## src/rtl/core/bcm_pkg.sv

```systemverilog
// ----------------------------------------------------------------------------
// bcm_pkg: shared definitions of the binomial coefficient unit
// Widths of the arguments, the running value and the serial units' counters,
// and the status bundle that the serial units report to the sequencer.
// ----------------------------------------------------------------------------
package bcm_pkg;

	localparam int ARG_BITS     = 16;
	localparam int ACC_BITS     = 64;
	localparam int PROD_BITS    = ACC_BITS + ARG_BITS;
	localparam int MUL_CNT_BITS = $clog2(ARG_BITS + 1);
	localparam int DIV_CNT_BITS = $clog2(ACC_BITS + 1);

	typedef logic [ARG_BITS-1:0]  arg_t;
	typedef logic [ACC_BITS-1:0]  acc_t;
	typedef logic [PROD_BITS-1:0] prod_t;

	typedef struct packed {
		logic busy;
		logic done;
	} unit_status_t;

endpackage

```

## src/rtl/core/bcm_mul.sv

```systemverilog
// ----------------------------------------------------------------------------
// bcm_mul: bit-serial multiplier
// Forms the full product of the running value and one factor, taking one
// factor bit per cycle from the top down with a shift and an add.
// ----------------------------------------------------------------------------
module bcm_mul (
	input  logic                  clk,
	input  logic                  arst_n,
	input  logic                  start,
	input  bcm_pkg::acc_t         multiplicand,
	input  bcm_pkg::arg_t         multiplier,
	output bcm_pkg::prod_t        product,
	output bcm_pkg::unit_status_t status
);
	import bcm_pkg::*;

	acc_t                    mcand_q;
	arg_t                    mplier_q;
	prod_t                   prod_q;
	prod_t                   addend;
	logic [MUL_CNT_BITS-1:0] cnt_q;
	logic                    busy_q;
	logic                    done_q;

	assign addend = mplier_q[ARG_BITS-1] ? PROD_BITS'(mcand_q) : '0;

	always_ff @(posedge clk or negedge arst_n) begin
		if (!arst_n) begin
			busy_q <= 1'b0;
			done_q <= 1'b0;
			cnt_q  <= '0;
		end else begin
			done_q <= 1'b0;
			if (start) begin
				busy_q <= 1'b1;
				cnt_q  <= MUL_CNT_BITS'(ARG_BITS);
			end else if (busy_q) begin
				cnt_q <= cnt_q - 1'b1;
				if (cnt_q == MUL_CNT_BITS'(1)) begin
					busy_q <= 1'b0;
					done_q <= 1'b1;
				end
			end
		end
	end

	always_ff @(posedge clk) begin
		if (start) begin
			mcand_q  <= multiplicand;
			mplier_q <= multiplier;
			prod_q   <= '0;
		end else if (busy_q) begin
			prod_q   <= {prod_q[PROD_BITS-2:0], 1'b0} + addend;
			mplier_q <= {mplier_q[ARG_BITS-2:0], 1'b0};
		end
	end

	assign product     = prod_q;
	assign status.busy = busy_q;
	assign status.done = done_q;

endmodule

```

## src/rtl/core/bcm_div.sv

```systemverilog
// ----------------------------------------------------------------------------
// bcm_div: bit-serial restoring divider
// Divides the 64-bit product by the step index, one quotient bit per cycle.
// The quotient shifts in where the dividend shifts out.
// ----------------------------------------------------------------------------
module bcm_div (
	input  logic                  clk,
	input  logic                  arst_n,
	input  logic                  start,
	input  bcm_pkg::acc_t         dividend,
	input  bcm_pkg::arg_t         divisor,
	output bcm_pkg::acc_t         quotient,
	output bcm_pkg::unit_status_t status
);
	import bcm_pkg::*;

	acc_t                    quo_q;
	arg_t                    div_q;
	arg_t                    rem_q;
	logic [ARG_BITS:0]       trial;
	logic [ARG_BITS:0]       diff;
	logic                    fits;
	logic [DIV_CNT_BITS-1:0] cnt_q;
	logic                    busy_q;
	logic                    done_q;

	assign trial = {rem_q, quo_q[ACC_BITS-1]};
	assign diff  = trial - {1'b0, div_q};
	assign fits  = trial >= {1'b0, div_q};

	always_ff @(posedge clk or negedge arst_n) begin
		if (!arst_n) begin
			busy_q <= 1'b0;
			done_q <= 1'b0;
			cnt_q  <= '0;
		end else begin
			done_q <= 1'b0;
			if (start) begin
				busy_q <= 1'b1;
				cnt_q  <= DIV_CNT_BITS'(ACC_BITS);
			end else if (busy_q) begin
				cnt_q <= cnt_q - 1'b1;
				if (cnt_q == DIV_CNT_BITS'(1)) begin
					busy_q <= 1'b0;
					done_q <= 1'b1;
				end
			end
		end
	end

	// The partial remainder stays below the divisor, so it fits in ARG_BITS.
	always_ff @(posedge clk) begin
		if (start) begin
			quo_q <= dividend;
			div_q <= divisor;
			rem_q <= '0;
		end else if (busy_q) begin
			rem_q <= fits ? diff[ARG_BITS-1:0] : trial[ARG_BITS-1:0];
			quo_q <= {quo_q[ACC_BITS-2:0], fits};
		end
	end

	assign quotient    = quo_q;
	assign status.busy = busy_q;
	assign status.done = done_q;

endmodule

```

## src/rtl/core/binomial_coefficient_multiplicative_unit.sv

```systemverilog
// ----------------------------------------------------------------------------
// binomial_coefficient_multiplicative_unit: n choose k by the product formula
// An item on the input channel carries n_value and k_value; the block answers
// with one item holding coefficient (64 bits) and overflow. For each step j
// from 1 to k the running value is multiplied by n-k+j in a bit-serial
// multiplier and divided exactly by j in a bit-serial divider. When the
// product grows past 64 bits the block stops early with overflow set and
// coefficient 0. The trivial cases (k zero, k equal to n, k greater than n)
// skip the multiplier and divider and go from idle straight to the finish state.
// One item is worked on at a time; in_stall is high from acceptance until the
// result has moved into the output register. The output register holds the
// result while out_stall is high, and a new item may be accepted meanwhile.
// Reset clears the sequencer, the output valid flag and the output result;
// an item in work or a result held in the output register is dropped by it.
// ----------------------------------------------------------------------------
module binomial_coefficient_multiplicative_unit (
	input  logic          clk,
	input  logic          arst_n,
	input  logic          in_valid,
	output logic          in_stall,
	input  bcm_pkg::arg_t n_value,
	input  bcm_pkg::arg_t k_value,
	output logic          out_valid,
	input  logic          out_stall,
	output bcm_pkg::acc_t coefficient,
	output logic          overflow
);
	import bcm_pkg::*;

	typedef enum logic [2:0] {
		ST_IDLE,
		ST_MUL,
		ST_DIV,
		ST_FINISH
	} state_t;

	state_t       state_q;
	arg_t         n_q;
	arg_t         k_q;
	arg_t         j_q;
	arg_t         factor_q;
	acc_t         acc_q;
	acc_t         res_q;
	logic         res_ovf_q;
	logic         mul_start_q;
	logic         div_start_q;
	logic         out_valid_q;
	acc_t         coef_q;
	logic         ovf_q;

	prod_t        product;
	acc_t         quotient;
	unit_status_t mul_st;
	unit_status_t div_st;
	logic         in_accept;
	logic         out_free;

	assign in_accept = in_valid && (state_q == ST_IDLE);
	assign out_free  = !out_valid_q || !out_stall;

	bcm_mul u_mul (
		.clk          (clk),
		.arst_n       (arst_n),
		.start        (mul_start_q),
		.multiplicand (acc_q),
		.multiplier   (factor_q),
		.product      (product),
		.status       (mul_st)
	);

	bcm_div u_div (
		.clk      (clk),
		.arst_n   (arst_n),
		.start    (div_start_q),
		.dividend (product[ACC_BITS-1:0]),
		.divisor  (j_q),
		.quotient (quotient),
		.status   (div_st)
	);

	always_ff @(posedge clk or negedge arst_n) begin
		if (!arst_n) begin
			state_q     <= ST_IDLE;
			mul_start_q <= 1'b0;
			div_start_q <= 1'b0;
			out_valid_q <= 1'b0;
			coef_q      <= '0;
			ovf_q       <= 1'b0;
		end else begin
			mul_start_q <= 1'b0;
			div_start_q <= 1'b0;
			// A result leaving while the sequencer finishes is replaced below.
			if (out_valid_q && !out_stall && state_q != ST_FINISH) begin
				out_valid_q <= 1'b0;
			end
			case (state_q)
				ST_IDLE: begin
					if (in_accept) begin
						if (k_value == '0 || k_value == n_value || k_value > n_value) begin
							state_q <= ST_FINISH;
						end else begin
							mul_start_q <= 1'b1;
							state_q     <= ST_MUL;
						end
					end
				end
				ST_MUL: begin
					if (mul_st.done) begin
						if (product[PROD_BITS-1:ACC_BITS] != '0) begin
							state_q <= ST_FINISH;
						end else begin
							div_start_q <= 1'b1;
							state_q     <= ST_DIV;
						end
					end
				end
				ST_DIV: begin
					if (div_st.done) begin
						if (j_q == k_q) begin
							state_q <= ST_FINISH;
						end else begin
							mul_start_q <= 1'b1;
							state_q     <= ST_MUL;
						end
					end
				end
				ST_FINISH: begin
					if (out_free) begin
						out_valid_q <= 1'b1;
						coef_q      <= res_q;
						ovf_q       <= res_ovf_q;
						state_q     <= ST_IDLE;
					end
				end
				default: begin
					state_q <= ST_IDLE;
				end
			endcase
		end
	end

	// Operand and result registers follow the sequencer's state.
	always_ff @(posedge clk) begin
		case (state_q)
			ST_IDLE: begin
				if (in_accept) begin
					n_q       <= n_value;
					k_q       <= k_value;
					j_q       <= arg_t'(1);
					acc_q     <= acc_t'(1);
					factor_q  <= n_value - k_value + arg_t'(1);
					res_ovf_q <= 1'b0;
					if (k_value == '0 || k_value == n_value) begin
						res_q <= acc_t'(1);
					end else begin
						res_q <= '0;
					end
				end
			end
			ST_MUL: begin
				if (mul_st.done && product[PROD_BITS-1:ACC_BITS] != '0) begin
					res_q     <= '0;
					res_ovf_q <= 1'b1;
				end
			end
			ST_DIV: begin
				if (div_st.done) begin
					acc_q    <= quotient;
					res_q    <= quotient;
					j_q      <= j_q + arg_t'(1);
					factor_q <= n_q - k_q + j_q + arg_t'(1);
				end
			end
			default: begin
			end
		endcase
	end

	assign in_stall    = (state_q != ST_IDLE);
	assign out_valid   = out_valid_q;
	assign coefficient = coef_q;
	assign overflow    = ovf_q;

	a_accept_busy: assert property (@(posedge clk) disable iff (!arst_n)
		in_valid && !in_stall |=> in_stall)
		else $error("block did not go busy after accepting an item");

	a_ovf_zero: assert property (@(posedge clk) disable iff (!arst_n)
		out_valid && overflow |-> coefficient == '0)
		else $error("overflow result carries a nonzero coefficient");

	a_units_exclusive: assert property (@(posedge clk) disable iff (!arst_n)
		!(mul_st.busy && div_st.busy))
		else $error("multiplier and divider busy at once");

	a_step_range: assert property (@(posedge clk) disable iff (!arst_n)
		(state_q == ST_MUL || state_q == ST_DIV) |-> (j_q != '0 && j_q <= k_q))
		else $error("step index out of range");

endmodule

```

## config.mk

```make
export PLATFORM = sky130hd
export DESIGN_NAME = binomial_coefficient_multiplicative_unit
export DESIGN_NICKNAME = d
export VERILOG_FILES = /design/src/rtl/core/bcm_pkg.sv /design/src/rtl/core/bcm_mul.sv /design/src/rtl/core/bcm_div.sv /design/src/rtl/core/binomial_coefficient_multiplicative_unit.sv
export SDC_FILE = /design/constraint.sdc
export NUM_CORES = 1
export LEC_CHECK = 0
export ABC_AREA = 1
export BUFFER_PORTS_ARGS = -buffer_cell sky130_fd_sc_hd__clkbuf_2
export CORE_MARGIN = 1.5
export CORE_UTILIZATION = 57
export DETAILED_ROUTE_END_ITERATION = 10
export MAX_ROUTING_LAYER = met4
export PLACE_DENSITY = 0.74
export SYNTH_ARGS = -nofsm -noshare
export SYNTH_HDL_FRONTEND = slang
export SYNTH_SLANG_ARGS = --single-unit
```

## constraint.sdc

```tcl
create_clock -name clk -period 7.8 [get_ports clk]
set_input_delay 1.95 -clock clk [delete_from_list [all_inputs] [get_ports clk]]
set_output_delay 1.95 -clock clk [all_outputs]
set_load 0.02 [all_outputs]
```

==> results by group <==
STA
  – Crit share post-route: 49.2%
  – Maximum clock frequency: 0.261 GHz
  – Pin slew with the least headroom to its limit: 1090 ps
  – Headroom to the max-slew limit: 27.5%
  – Slew Limit Fails: 0
  – Final-report setup violation count: 0
  – Final count of hold timing violations: 0
  – Setup TNS after final layout: 0 ps
  – Final worst path period need: 3840 ps
  – Setup clock skew after layout: 27.5 ps
  – Unrepaired setup endpoints after global routing: false

Synthesis
  – Synth cell types: 54
  – Number of synthesized register bits: 535
  – Area of the mapped netlist: 0.0296 mm²
  – Main flop type after synthesis: edfxtp_1
  – Synth Instances: 3562
  – Leading cell types by total area after synthesis: edfxtp_1 (36%), nand2_1 (14%), inv_1 (8.9%)
  – Post-synthesis cell type with the largest combined area: edfxtp_1
  – Number of warnings issued by yosys: 0
  – Count of flip-flops with a built-in enable after synthesis: 353
  – Share of synthesized area occupied by flip-flops and latches: 49.5%
  – Avg Inst Size Synth: 8.32 µm²
  – Yosys top cell area share: 35.8%
  – Number of nets in the synthesized netlist: 3767
  – Async set-or-reset flop fraction in the synthesized netlist: 16.1%

Drt
  – Post-detailed-route wirelength per cell: 16.3 µm
  – Via density: 5.22
  – WL final: 71700 µm
  – Residual antenna-violating net count after detailed routing: 0
  – Remaining DRCs: 0
  – First-pass iteration count of the detailed router: 5
  – Total number of vias: 22967
  – First-iteration detailed-routing DRC count: 1590

CTS
  – Post-CTS Hold Fix Bufs: 0
  – Later-pin clock latency in the skew report: 620 ps
  – Clk Tree Root Cell: clkbuf_16
  – Total clock sinks: 535
  – Number of buffers between clock root and the deepest sink: 3
  – Worst-path clk slew: 60 ps
  – CTS Buf Count: 55
  – Post-CTS sizing: 0
  – Number of buffers inserted by post-CTS setup repair: 0
  – TritonCTS clock tree: done
  – Count of H-tree levels built during CTS: 2

Floorplanning
  – Num ports: 103
  – Overall die height: 231 µm
  – Horizontal extent of the die: 231 µm
  – Placement Rows: 83
  – Full die area: 0.0534 mm²
  – Initial core utilization: 57.7%
  – Core outline area: 0.0514 mm²

Global route
  – Number of antenna violations at the first check in global routing: 1
  – GRT Overall Usage: 27.9%
  – Total overflow reported by the global router: 0
  – First-pass GRT wire length: 114000 µm
  – Via count of the first global-routing pass: 22014
  – Largest net degree at the start of global routing: 99

Worst hold path
  – Min-Delay Path Class: flop to flop
  – WHS Endpoint: u_mul.mcand_q[62]
  – Cell depth of the worst hold path: 0
  – Hold Startpoint: acc_q[62]

Layout
  – Count of filler cells inserted in the layout: 4477
  – Top library cells by usage in the layout, fill and taps aside: nand2_1 (1074), inv_1 (698), edfxtp_1 (353)
  – Commonest non-fill, non-tap cell in the layout: nand2_1
  – Fraction of final layout cells with drive strength greater than 1: 8.17%
  – Nets: 3877
  – Area growth from synthesis to final layout: 10.3%

Placed design
  – Buffers added on ports: 102
  – Gpl congestion: 0.974
  – HPWL Detailed: 53500 µm

Critical path
  – Data required time at the worst endpoint: 8170 ps
  – Kind of launch point of the worst setup path: input pin
  – Worst Setup End Kind: flop
  – Signal arrival time at the worst endpoint: 4210 ps
  – Cell Chain, Critical Path: clkbuf_2 -> inv_1 -> ha_1 -> inv_1 -> ha_1 -> inv_1 -> fa_1 -> o21ai_1 -> a21oi_1 -> o21ai_1 -> nand2_1 -> nand2_1 -> xor2_1 -> nand2_1 -> nand2_1
  – End of the worst register-to-register path: res_q[54]
  – Largest fanout of any net on the critical path: 4
  – Setup slack, reg-to-reg: 4190 ps
  – Cell occurring most often along the worst timing path: nand2_1
  – Setup CP Type: input pin to flop
  – Worst path bufs/invs: 4
  – Critical Path Slowest Stage Cell: fa_1
  – Worst reg2reg path depth: 8
  – Worst path top cell family by delay: adder cells
  – Largest stage delay on the critical path: 410 ps
  – Reg2Reg Launch Point: state_q[0]

Flow run
  – Max-capacitance violation count: 0

Power and ir drop
  – VDD IR-drop max: 350 µV
  – Power density normalized to cell area: 407 mW/mm²
  – Static power due to leakage: 16.6 nW
  – Post-route total power: 13.3 mW

Status
  – Status: finished clean
state kept, by name (all words and copies together) (netlist names), 2 cells and up:
register / flops
factor_q: 16
u_div.quotient: 64
n_q: 16
res_q: 64
u_div.div_q: 16
u_mul.mcand_q: 64
u_mul.mplier_q: 16
state_q: 2
coefficient: 64
u_mul.cnt_q: 5
u_div.cnt_q: 7
j_q: 16
u_div.rem_q: 16
u_mul.product: 80
acc_q: 64
k_q: 16
logic make-up (layout without fill, tap and decap cells):
logic type	Yosys count	in the layout	share of synthesized area [%]
and+or+nand+nor	1536	1536	21.2
muxes	66	66	2.50
AOI/OAI and AO/OA	445	445	8.11
other	0	1	0
buffers and inverters	769	926	9.83
xor gates and xnor gates	42	42	1.24
adders and majority gates	169	169	7.61
DFF	535	535	49.5
cell usage after synthesis (19+ instances only):
library cell,count
nand2_1,1075
inv_1,701
edfxtp_1,353
nor2_1,204
a21oi_1,193
o21ai_0,179
ha_1,150
nand3_1,133
dfxtp_1,96
dfrtp_1,86
mux2_2,65
clkbuf_1,53
xnor2_1,26
nand4_1,25
nor3_1,25
nand3b_1,24
nor4_1,20
fa_1,19
power breakdown:
part	total (mW)	switching, mW	internal (mW)
logic	5.62	3.81	1.82
registers	5.06	0.580	4.48
clock network	2.61	1.11	1.50
total	13.3	5.50	7.79
worst max-delay path by stage:
stage	start	end	slack, ps	cells past startpoint
2_1_floorplan	in_valid	acc_q[0]	1100	3
3_3_place_gp	n_value[1]	factor_q[15]	3350	15
3_5_place_dp	n_value[1]	factor_q[15]	3320	15
4_1_cts	n_value[1]	factor_q[15]	3960	15
5_1_grt	n_value[1]	factor_q[15]	3740	15
6_report	n_value[1]	factor_q[15]	3960	15
per-layer routing:
metal	up-vias	GRT usage, %	wire [µm]
met3	102	4.07	3940
met5	-	-	0
met2	517	43.8	32800
met1	10741	38.2	33300
li1	11607	-	-
met4	0	7.41	1670
layout make-up:
| class | instances | area [µm²] | share of cell area (%) |
|---|---|---|---|
| antenna | 1 | 2.50 | 0.00765 |
| clock buffer | 77 | 1520 | 4.65 |
| clock inverter | 27 | 260 | 0.796 |
| inverter | 702 | 2640 | 8.06 |
| multi-input combinational | 2258 | 12100 | 37.0 |
| sequential | 535 | 14700 | 44.9 |
| tap | 680 | 851 | 2.60 |
| timing repair buffer | 120 | 648 | 1.98 |
per-stage QoR:
stage / setup slack [ps] / cell area (µm²) / hold slack (ps) / utilization, % / std cells
2_1_floorplan: 1100 / 29600 / 400 / - / 3562
3_3_place_gp: 3350 / 30900 / 400 / 60.1 / 4295
3_5_place_dp: 3320 / 30900 / 405 / 60.1 / 4295
4_1_cts: 3960 / 32700 / 411 / 63.6 / 4399
5_1_grt: 3740 / 32700 / 421 / 63.6 / 4400
6_report: 3960 / 32700 / 407 / 63.6 / 4400
(Power assumes the default switching activity.)
